## config.mk

```make
export PLATFORM = sky130hd
export DESIGN_NAME = nearest_center_assign_top
export DESIGN_NICKNAME = d
export VERILOG_FILES = /design/src/rtl/core/nca_pkg.sv /design/src/rtl/core/nearest_center_assign_top.sv /design/src/rtl/core/nca_mem.sv /design/src/rtl/core/nca_scan.sv
export SDC_FILE = /design/constraint.sdc
export NUM_CORES = 2
export LEC_CHECK = 0
export BUFFER_PORTS_ARGS = -buffer_cell sky130_fd_sc_hd__buf_4
export CAP_MARGIN = 10
export CORE_MARGIN = 8
export CORE_UTILIZATION = 65
export DETAILED_ROUTE_END_ITERATION = 10
export PLACE_DENSITY = 0.83
export SLEW_MARGIN = 20
export SYNTH_ARGS = -nofsm -noshare
export SYNTH_HDL_FRONTEND = slang
export SYNTH_SLANG_ARGS = --single-unit
```

## constraint.sdc

```tcl
create_clock -name clk -period 12.74 [get_ports clk]
set_input_delay 2.548 -clock clk [delete_from_list [all_inputs] [get_ports clk]]
set_output_delay 2.548 -clock clk [all_outputs]
set_load 0.02 [all_outputs]
```

## src/rtl/core/nca_pkg.sv

```systemverilog
package nca_pkg;

	// field widths
	localparam int COORD_W  = 16;
	localparam int IDX_W    = 6;
	localparam int CCNT_W   = 7;
	localparam int DIST_W   = 33;
	localparam int SQ_W     = 2 * COORD_W;
	localparam int SLOTS    = 1 << IDX_W;
	localparam int CFG_IDX_W = 1;

	// limit after reset: 1e5 in q16.16
	localparam logic [DIST_W-1:0] LIMIT_RESET = 33'd6553600000;

	// request function codes
	localparam logic FUNC_WRITE  = 1'b0;
	localparam logic FUNC_ASSIGN = 1'b1;

	// configuration register indexes
	localparam logic [CFG_IDX_W-1:0] CFG_CENTER_COUNT = 1'b0;
	localparam logic [CFG_IDX_W-1:0] CFG_MAX_DIST     = 1'b1;

	typedef struct packed {
		logic                      func;
		logic [IDX_W-1:0]          center_index;
		logic signed [COORD_W-1:0] x;
		logic signed [COORD_W-1:0] y;
		logic                      last_in_batch;
	} req_t;

	typedef struct packed {
		logic [IDX_W-1:0]  nearest_index;
		logic              found;
		logic [DIST_W-1:0] distance_squared;
		logic              batch_end;
	} rsp_t;

	typedef struct packed {
		logic signed [COORD_W-1:0] x;
		logic signed [COORD_W-1:0] y;
	} center_t;

	// center memory port controls
	typedef struct packed {
		logic             wr_en;
		logic [IDX_W-1:0] wr_addr;
		center_t          wr_data;
		logic             rd_en;
		logic [IDX_W-1:0] rd_addr;
	} mem_req_t;

	typedef enum logic [1:0] {
		SC_IDLE,
		SC_SCAN,
		SC_DRAIN,
		SC_DONE
	} scan_state_t;

endpackage

```

## src/rtl/core/nearest_center_assign_top.sv

```systemverilog
// nearest center assignment
// req channel (valid/stall) carries one item per transfer. func write stores
// (x, y) as a center; func assign scans centers 0 .. n-1 and
// returns the index of the first one with the smallest squared distance that
// lies strictly below max_distance_squared, or found = 0 with zero fields.
// n is center_count capped at NUM_CENTERS (and at 64 slots).
// centers live in one synchronous memory read once per cycle. req_stall stays
// high from an assign transfer until its result is loaded into the output
// register. a write item never raises req_stall, and the next item may follow
// at once.
// the result sits in an output register: the scan of the following item runs
// while a result is held; the scanner waits at its end only if rsp is still
// stalled. a stalled rsp holds its payload unchanged.
// cfg_we writes register cfg_index (0 center_count, 1 max_distance_squared)
// and must only be used while no assign is in flight.
// reset clears the sequencer, the output valid and the registers
// (center_count 0, limit 1e5 in q16.16); the center memory is not cleared.
module nearest_center_assign_top #(
	parameter int NUM_CENTERS = 64
) (
	input  logic                            clk,
	input  logic                            arst_n,
	input  logic                            req_valid,
	output logic                            req_stall,
	input  nca_pkg::req_t                   req,
	output logic                            rsp_valid,
	input  logic                            rsp_stall,
	output nca_pkg::rsp_t                   rsp,
	input  logic                            cfg_we,
	input  logic [nca_pkg::CFG_IDX_W-1:0]   cfg_index,
	input  logic [nca_pkg::DIST_W-1:0]      cfg_data
);
	import nca_pkg::*;

	localparam int DEPTH = (NUM_CENTERS < SLOTS) ? NUM_CENTERS : SLOTS;

	logic [CCNT_W-1:0] center_count_q;
	logic [DIST_W-1:0] max_dist_q;
	mem_req_t          mem_req;
	center_t           rd_data;

	// configuration registers
	always_ff @(posedge clk or negedge arst_n) begin
		if (!arst_n) begin
			center_count_q <= '0;
			max_dist_q     <= LIMIT_RESET;
		end else if (cfg_we) begin
			unique case (cfg_index)
				CFG_CENTER_COUNT: center_count_q <= cfg_data[CCNT_W-1:0];
				CFG_MAX_DIST:     max_dist_q     <= cfg_data;
				default: ;
			endcase
		end
	end

	// center memory
	nca_mem #(
		.DEPTH(DEPTH)
	) u_mem (
		.clk     (clk),
		.mem_req (mem_req),
		.rd_data (rd_data)
	);

	// scan sequencer and distance pipeline
	nca_scan #(
		.DEPTH(DEPTH)
	) u_scan (
		.clk                  (clk),
		.arst_n               (arst_n),
		.req_valid            (req_valid),
		.req_stall            (req_stall),
		.req                  (req),
		.center_count         (center_count_q),
		.max_distance_squared (max_dist_q),
		.mem_req              (mem_req),
		.rd_data              (rd_data),
		.rsp_valid            (rsp_valid),
		.rsp_stall            (rsp_stall),
		.rsp                  (rsp)
	);

endmodule

```

## src/rtl/core/nca_mem.sv

```systemverilog
module nca_mem #(
	parameter int DEPTH = 64
) (
	input  logic              clk,
	input  nca_pkg::mem_req_t mem_req,
	output nca_pkg::center_t  rd_data
);
	import nca_pkg::*;

	localparam int AW = (DEPTH > 1) ? $clog2(DEPTH) : 1;

	center_t mem [DEPTH];

	// write port
	always_ff @(posedge clk) begin
		if (mem_req.wr_en) begin
			mem[mem_req.wr_addr[AW-1:0]] <= mem_req.wr_data;
		end
	end

	// registered read port
	always_ff @(posedge clk) begin
		if (mem_req.rd_en) begin
			rd_data <= mem[mem_req.rd_addr[AW-1:0]];
		end
	end

endmodule

```

## src/rtl/core/nca_scan.sv

```systemverilog
module nca_scan #(
	parameter int DEPTH = 64
) (
	input  logic                        clk,
	input  logic                        arst_n,
	input  logic                        req_valid,
	output logic                        req_stall,
	input  nca_pkg::req_t               req,
	input  logic [nca_pkg::CCNT_W-1:0]  center_count,
	input  logic [nca_pkg::DIST_W-1:0]  max_distance_squared,
	output nca_pkg::mem_req_t           mem_req,
	input  nca_pkg::center_t            rd_data,
	output logic                        rsp_valid,
	input  logic                        rsp_stall,
	output nca_pkg::rsp_t               rsp
);
	import nca_pkg::*;

	localparam int AW = (DEPTH > 1) ? $clog2(DEPTH) : 1;
	localparam int CW = $clog2(DEPTH + 1);

	scan_state_t state_q, state_d;

	logic req_acc, start, issue, last_issue, load_rsp, pipe_busy;
	logic [CW-1:0] n_d, n_q, cnt_q;

	logic signed [COORD_W-1:0] px_q, py_q;
	logic                      last_q;

	logic                      valid_s1, valid_s2, valid_s3, valid_s4;
	logic [AW-1:0]             idx_s1, idx_s2, idx_s3, idx_s4;
	logic signed [COORD_W:0]   dx_s2, dy_s2;
	logic signed [2*COORD_W+1:0] prod_x, prod_y;
	logic [SQ_W-1:0]           sqx_s3, sqy_s3;
	logic [DIST_W-1:0]         dist_s4;

	logic                      found_q, better;
	logic [AW-1:0]             best_idx_q;
	logic [DIST_W-1:0]         best_d_q;

	logic                      rsp_valid_q;
	rsp_t                      rsp_q;

	// input transfer decode
	assign req_stall = (state_q != SC_IDLE);
	assign req_acc   = req_valid && !req_stall;
	assign start     = req_acc && (req.func == FUNC_ASSIGN);

	// centers in use, capped at the memory depth
	assign n_d = (center_count > CCNT_W'(DEPTH)) ? CW'(DEPTH) : CW'(center_count);

	// memory port: writes on transfer, reads while scanning
	always_comb begin
		mem_req.wr_en   = req_acc && (req.func == FUNC_WRITE) &&
			({1'b0, req.center_index} < CCNT_W'(DEPTH));
		mem_req.wr_addr = req.center_index;
		mem_req.wr_data = '{x: req.x, y: req.y};
		mem_req.rd_en   = issue;
		mem_req.rd_addr = IDX_W'(cnt_q[AW-1:0]);
	end

	assign last_issue = (CW'(cnt_q + 1'b1) == n_q);
	assign pipe_busy  = valid_s1 || valid_s2 || valid_s3 || valid_s4;

	// next state and sequencer outputs
	always_comb begin
		state_d  = state_q;
		issue    = 1'b0;
		load_rsp = 1'b0;
		unique case (state_q)
			SC_IDLE: begin
				if (start) begin
					state_d = (n_d == '0) ? SC_DONE : SC_SCAN;
				end
			end
			SC_SCAN: begin
				issue = 1'b1;
				if (last_issue) begin
					state_d = SC_DRAIN;
				end
			end
			SC_DRAIN: begin
				if (!pipe_busy) begin
					state_d = SC_DONE;
				end
			end
			SC_DONE: begin
				if (!rsp_valid_q || !rsp_stall) begin
					load_rsp = 1'b1;
					state_d  = SC_IDLE;
				end
			end
			default: state_d = SC_IDLE;
		endcase
	end

	// state register
	always_ff @(posedge clk or negedge arst_n) begin
		if (!arst_n) begin
			state_q <= SC_IDLE;
		end else begin
			state_q <= state_d;
		end
	end

	// control: counters, stage valids, best flag, output valid
	always_ff @(posedge clk or negedge arst_n) begin
		if (!arst_n) begin
			n_q         <= '0;
			cnt_q       <= '0;
			valid_s1    <= 1'b0;
			valid_s2    <= 1'b0;
			valid_s3    <= 1'b0;
			valid_s4    <= 1'b0;
			found_q     <= 1'b0;
			rsp_valid_q <= 1'b0;
		end else begin
			valid_s1 <= issue;
			valid_s2 <= valid_s1;
			valid_s3 <= valid_s2;
			valid_s4 <= valid_s3;
			if (start) begin
				n_q     <= n_d;
				cnt_q   <= '0;
				found_q <= 1'b0;
			end else begin
				if (issue) begin
					cnt_q <= CW'(cnt_q + 1'b1);
				end
				if (valid_s4 && better) begin
					found_q <= 1'b1;
				end
			end
			if (load_rsp) begin
				rsp_valid_q <= 1'b1;
			end else if (rsp_stall == 1'b0) begin
				rsp_valid_q <= 1'b0;
			end
		end
	end

	// squares of the coordinate differences
	assign prod_x = dx_s2 * dx_s2;
	assign prod_y = dy_s2 * dy_s2;

	// strictly inside the limit and strictly closer than the best so far
	assign better = (dist_s4 < max_distance_squared) && (!found_q || (dist_s4 < best_d_q));

	// distance pipeline and best tracking
	always_ff @(posedge clk) begin
		if (start) begin
			px_q       <= req.x;
			py_q       <= req.y;
			last_q     <= req.last_in_batch;
			best_idx_q <= '0;
			best_d_q   <= '0;
		end else if (valid_s4 && better) begin
			best_idx_q <= idx_s4;
			best_d_q   <= dist_s4;
		end
		idx_s1 <= cnt_q[AW-1:0];
		// stage 2: differences
		idx_s2 <= idx_s1;
		dx_s2  <= $signed({px_q[COORD_W-1], px_q}) - $signed({rd_data.x[COORD_W-1], rd_data.x});
		dy_s2  <= $signed({py_q[COORD_W-1], py_q}) - $signed({rd_data.y[COORD_W-1], rd_data.y});
		// stage 3: squares, each below 2^(2*COORD_W)
		idx_s3 <= idx_s2;
		sqx_s3 <= prod_x[SQ_W-1:0];
		sqy_s3 <= prod_y[SQ_W-1:0];
		// stage 4: sum, which never exceeds the 33-bit range
		idx_s4  <= idx_s3;
		dist_s4 <= DIST_W'(sqx_s3) + DIST_W'(sqy_s3);
		// result register
		if (load_rsp) begin
			rsp_q.nearest_index    <= IDX_W'(best_idx_q);
			rsp_q.found            <= found_q;
			rsp_q.distance_squared <= best_d_q;
			rsp_q.batch_end        <= last_q;
		end
	end

	assign rsp_valid = rsp_valid_q;
	assign rsp       = rsp_q;

endmodule

```

==> report_table.html <==
<table>
<tr><th>Metric</th><th>Value</th></tr>
<tr><th colspan="2">Floorplanning</th></tr>
<tr><td>Standard-cell row count</td><td>about 150</td></tr>
<tr><td>Die outline height</td><td>approximately 430 um</td></tr>
<tr><td>Die area</td><td>between 0.15 and 0.2 mm^2</td></tr>
<tr><td>Standard cell core area</td><td>between 0.15 and 0.2 mm^2</td></tr>
<tr><td>Initial standard-cell utilization of the core</td><td>around 65%</td></tr>
<tr><td>Die Wd</td><td>429 um</td></tr>
<tr><td>IO Count</td><td>roughly 120</td></tr>
<tr><th colspan="2">Timing</th></tr>
<tr><td>Min Tclk post-route</td><td>approximately 7.2 ns</td></tr>
<tr><td>Total negative slack for setup checks</td><td>0 ns</td></tr>
<tr><td>PnR worst setup slack</td><td>5.53 ns</td></tr>
<tr><td>Largest clock skew in the final design</td><td>roughly 0.049 ns</td></tr>
<tr><td>Fin crit share</td><td>between 50% and 60%</td></tr>
<tr><td>Final hold violations</td><td>0</td></tr>
<tr><td>Fmax</td><td>around 140 MHz</td></tr>
<tr><td>Unrepaired setup endpoints after global routing</td><td>false</td></tr>
<tr><td>Relative slew slack</td><td>around a tenth</td></tr>
<tr><td>Transition time of the tightest slew-check pin</td><td>about 1.3 ns</td></tr>
<tr><td>Final number of max-transition violations</td><td>0</td></tr>
<tr><td>Total setup violations reported at the end of the flow</td><td>0</td></tr>
<tr><th colspan="2">Cells and area</th></tr>
<tr><td>Net count, final</td><td>around 7300</td></tr>
<tr><td>Final Non-Filler Cells</td><td>just under 9000</td></tr>
<tr><td>Synthesis-to-layout area growth</td><td>10.2%</td></tr>
<tr><td>Filler instances</td><td>between 9000 and 10000</td></tr>
<tr><td>Leading cell type in the layout, fill and taps excluded</td><td>sky130_fd_sc_hd__edfxtp_1</td></tr>
<tr><td>Commonest non-fill, non-tap cells in the layout</td><td>2154 x sky130_fd_sc_hd__edfxtp_1, 795 x sky130_fd_sc_hd__inv_1, 672 x sky130_fd_sc_hd__mux4_2, 514 x sky130_fd_sc_hd__fa_1, 300 x sky130_fd_sc_hd__ha_1</td></tr>
<tr><td>Share of layout cells above drive strength 1</td><td>about a fifth</td></tr>
<tr><th colspan="2">Drt</th></tr>
<tr><td>Number of nets still failing antenna checks after routing</td><td>0</td></tr>
<tr><td>Total via count after detailed routing</td><td>~61000</td></tr>
<tr><td>Number of DRC violations after detailed-routing iteration 0</td><td>a little under 9000</td></tr>
<tr><td>First-pass DRT Iterations</td><td>7</td></tr>
<tr><td>Residual DRC count</td><td>0</td></tr>
<tr><td>Total detailed-routing wirelength</td><td>between 300000 and 400000 um</td></tr>
<tr><td>Detailed-route wire length per cell</td><td>roughly 34 um</td></tr>
<tr><td>Drt via density</td><td>between 6 and 7</td></tr>
<tr><th colspan="2">Hold path</th></tr>
<tr><td>Min-delay worst type</td><td>flop to flop</td></tr>
<tr><td>Hold path endpoint</td><td>u_scan.idx_s4[1]</td></tr>
<tr><td>Worst hold path startpoint</td><td>u_scan.idx_s3[1]</td></tr>
<tr><td>Worst hold stages</td><td>0</td></tr>
<tr><th colspan="2">Clocking</th></tr>
<tr><td>TritonCTS Buffers</td><td>~220</td></tr>
<tr><td>CTS sink cnt</td><td>approximately 2400</td></tr>
<tr><td>Later-pin clock latency in the skew report</td><td>approximately 0.9 ns</td></tr>
<tr><td>Clock Root Buffer</td><td>sky130_fd_sc_hd__clkbuf_16</td></tr>
<tr><td>Number of hold buffers added after cts</td><td>0</td></tr>
<tr><td>Clock-pin slew reported for the worst setup and hold paths after clock tree synthesis</td><td>0.07 ns</td></tr>
<tr><td>Post-CTS setup-driven buffer insertion count</td><td>0</td></tr>
<tr><td>Buffer depth of the longest clock path</td><td>3</td></tr>
<tr><td>Post-cts resize count</td><td>0</td></tr>
<tr><td>CTS tree</td><td>built</td></tr>
<tr><td>Htree depth</td><td>4</td></tr>
<tr><th colspan="2">Synth</th></tr>
<tr><td>Mean instance size in the synthesized netlist</td><td>around 18 um^2</td></tr>
<tr><td>Warning count from the yosys run</td><td>0</td></tr>
<tr><td>Proportion of synthesized flip-flops having asynchronous set or reset</td><td>2.57%</td></tr>
<tr><td>Most used flip-flop cell after synthesis</td><td>sky130_fd_sc_hd__edfxtp_1</td></tr>
<tr><td>Synthesized Nets</td><td>between 7000 and 8000</td></tr>
<tr><td>Area leader, netlist</td><td>sky130_fd_sc_hd__edfxtp_1</td></tr>
<tr><td>Number of flip-flops and latches in the synthesized netlist</td><td>between 2000 and 2500</td></tr>
<tr><td>Number of enable flip-flop cells after synthesis</td><td>2154</td></tr>
<tr><td>Number of distinct standard cells referenced by the synthesized netlist</td><td>69</td></tr>
<tr><td>Cell types occupying the most area after synthesis</td><td>sky130_fd_sc_hd__edfxtp_1 58%, sky130_fd_sc_hd__mux4_2 14%, sky130_fd_sc_hd__fa_1 9.3%</td></tr>
<tr><td>Yosys top cell area share</td><td>58.3%</td></tr>
<tr><td>Synthesized netlist cell count</td><td>6215</td></tr>
<tr><td>Share of synthesized area occupied by flip-flops and latches</td><td>between 60% and 70%</td></tr>
<tr><td>Post-synthesis instance area</td><td>approximately 0.11 mm^2</td></tr>
<tr><th colspan="2">Worst setup path</th></tr>
<tr><td>Largest fanout on the critical path</td><td>31</td></tr>
<tr><td>Worst reg2reg setup slack</td><td>between 5 and 6 ns</td></tr>
<tr><td>Critical path start-end classification</td><td>flop to flop</td></tr>
<tr><td>Required time of the critical path</td><td>between 10 and 15 ns</td></tr>
<tr><td>Path depth of the worst reg2reg path</td><td>18</td></tr>
<tr><td>Worst EP arrival</td><td>~8.0 ns</td></tr>
<tr><td>Critical path capture point type</td><td>flop</td></tr>
<tr><td>CP Launch Type</td><td>flop</td></tr>
<tr><td>Startpoint of the most critical register-to-register path</td><td>u_scan.dy_s2[16]</td></tr>
<tr><td>Endpoint of the most critical register-to-register path</td><td>u_scan.sqy_s3[31]</td></tr>
<tr><th colspan="2">Placed design</th></tr>
<tr><td>Post-placement setup slack</td><td>around 5.7 ns</td></tr>
<tr><td>Number of cells in the design after placement</td><td>about 8400</td></tr>
<tr><td>HPWL after detailed placement</td><td>approximately 160000 um</td></tr>
<tr><td>Placer's final routability congestion estimate</td><td>0.888</td></tr>
<tr><td>Number of I/O port buffers</td><td>~120</td></tr>
<tr><th colspan="2">Global routing</th></tr>
<tr><td>M1 GR Usage</td><td>between 30% and 40%</td></tr>
<tr><td>Global-route wire length before repair</td><td>roughly 440000 um</td></tr>
<tr><td>Met2 Use GR</td><td>between 50% and 60%</td></tr>
<tr><td>Overflow after GRT</td><td>0</td></tr>
<tr><td>Via count of the first global-routing pass</td><td>63902</td></tr>
<tr><td>Met3 global-route usage</td><td>between 7 and 8%</td></tr>
<tr><td>Most utilized layer in the global route result</td><td>met2</td></tr>
<tr><td>GR Util All Layers</td><td>32.6%</td></tr>
<tr><td>Pin count of the biggest net entering global routing</td><td>between 100 and 150</td></tr>
<tr><td>Number of antenna violations at the first check in global routing</td><td>17</td></tr>
<tr><th colspan="2">Outcome</th></tr>
<tr><td>Status</td><td>completed</td></tr>
<tr><th colspan="2">Flow run</th></tr>
<tr><td>Reported max-cap violation count</td><td>0</td></tr>
</table>
## synthesized netlist by cell type, types with 42 or more instances
| cell | instances |
|---|---|
| sky130_fd_sc_hd__nand3_1 | 70 |
| sky130_fd_sc_hd__and2_1 | 113 |
| sky130_fd_sc_hd__a21o_1 | 49 |
| sky130_fd_sc_hd__a21oi_1 | 98 |
| sky130_fd_sc_hd__dfrtp_1 | 56 |
| sky130_fd_sc_hd__mux4_2 | 672 |
| sky130_fd_sc_hd__dfxtp_1 | 192 |
| sky130_fd_sc_hd__edfxtp_1 | 2154 |
| sky130_fd_sc_hd__fa_1 | 514 |
| sky130_fd_sc_hd__nor2_1 | 182 |
| sky130_fd_sc_hd__mux2_2 | 42 |
| sky130_fd_sc_hd__inv_1 | 796 |
| sky130_fd_sc_hd__buf_1 | 48 |
| sky130_fd_sc_hd__ha_1 | 301 |
| sky130_fd_sc_hd__nand2_1 | 219 |
| sky130_fd_sc_hd__o21ai_0 | 49 |
| sky130_fd_sc_hd__clkbuf_1 | 158 |
| sky130_fd_sc_hd__xnor2_1 | 111 |
## stage by stage
stage                     hold WS, ns  util (%)  cell area [um^2]
after global placement          0.310      67.8            115000
after CTS                       0.328      72.1            122000
after floorplan                 0.310         -            111000
after global routing            0.331      72.1            122000
final                           0.326      72.1            122000
after detailed placement        0.313      67.8            115000
## per-layer routing
layer	up-vias	part of all wire (%)
met1	31077	33
li1	23610	-
met5	-	0.038
met2	5017	50
met3	1134	11
met4	16	6.4
## how the worst max path moves through the flow
stage,slack (ns),cells after the start,startpoint,end
floorplan,6.49,20,u_scan.dy_s2[16],u_scan.sqy_s3[31]
global placement,5.87,23,u_scan.dy_s2[4],u_scan.sqy_s3[30]
detailed placement,5.74,18,u_scan.dy_s2[16],u_scan.sqy_s3[31]
CTS,5.55,18,u_scan.dy_s2[16],u_scan.sqy_s3[31]
global route,5.14,18,u_scan.dy_s2[16],u_scan.sqy_s3[31]
finish,5.53,18,u_scan.dy_s2[16],u_scan.sqy_s3[31]
## critical path, cell delays in order, from the launching register on
cell and delay (ns):
sky130_fd_sc_hd__dfxtp_1 1.00, sky130_fd_sc_hd__nand2_1 0.22, sky130_fd_sc_hd__inv_1 0.20, sky130_fd_sc_hd__fa_1 0.36
sky130_fd_sc_hd__inv_1 0.14, sky130_fd_sc_hd__fa_1 0.84, sky130_fd_sc_hd__inv_1 0.16, sky130_fd_sc_hd__fa_1 0.50
sky130_fd_sc_hd__fa_1 0.58, sky130_fd_sc_hd__fa_1 0.44, sky130_fd_sc_hd__fa_1 0.47, sky130_fd_sc_hd__ha_1 0.34
sky130_fd_sc_hd__or3_1 0.35, sky130_fd_sc_hd__o21ai_0 0.15, sky130_fd_sc_hd__o21bai_1 0.20, sky130_fd_sc_hd__nor2_1 0.07
sky130_fd_sc_hd__a2111oi_0 0.70, sky130_fd_sc_hd__o2bb2ai_1 0.23, sky130_fd_sc_hd__xnor2_1 0.15
## final cells by class
| cell class | count | area, um^2 | share of cell area, % |
|---|---|---|---|
| Sequential cell | 2408 | 70100 | 57.4 |
| Multi-Input combinational cell | 2781 | 37400 | 30.6 |
| Clock buffer | 295 | 5910 | 4.84 |
| Inverter | 796 | 2990 | 2.45 |
| Tap cell | 2218 | 2780 | 2.27 |
| Timing Repair Buffer | 213 | 1710 | 1.40 |
| Clock inverter | 118 | 1260 | 1.03 |
| Antenna cell | 8 | 20.0 | 0.0164 |
## logic make-up after synthesis
logic type | after synthesis | share of synthesized area, %
DFF | 2408 | 63.2
buffers and inverters | 1026 | 3.51
adders and majority gates | 815 | 12.7
and+or+nand+nor | 746 | 3.23
muxes | 717 | 14.1
AOI/OAI and AO/OA | 357 | 2.15
xor gates and xnor gates | 146 | 1.15
## registers in the layout (all words and copies together) (netlist names), 31 cells and up
register and count:
u_scan.sqx_s3 31, u_scan.rsp 41, u_scan.dist_s4 33, u_scan.best_d_q 33
u_mem.mem 2048, u_scan.sqy_s3 31, max_dist_q 33, u_mem.rd_data 32
Power is not shown: default switching activity piles up to over one toggle a cycle in this logic, so the estimate is an artifact.
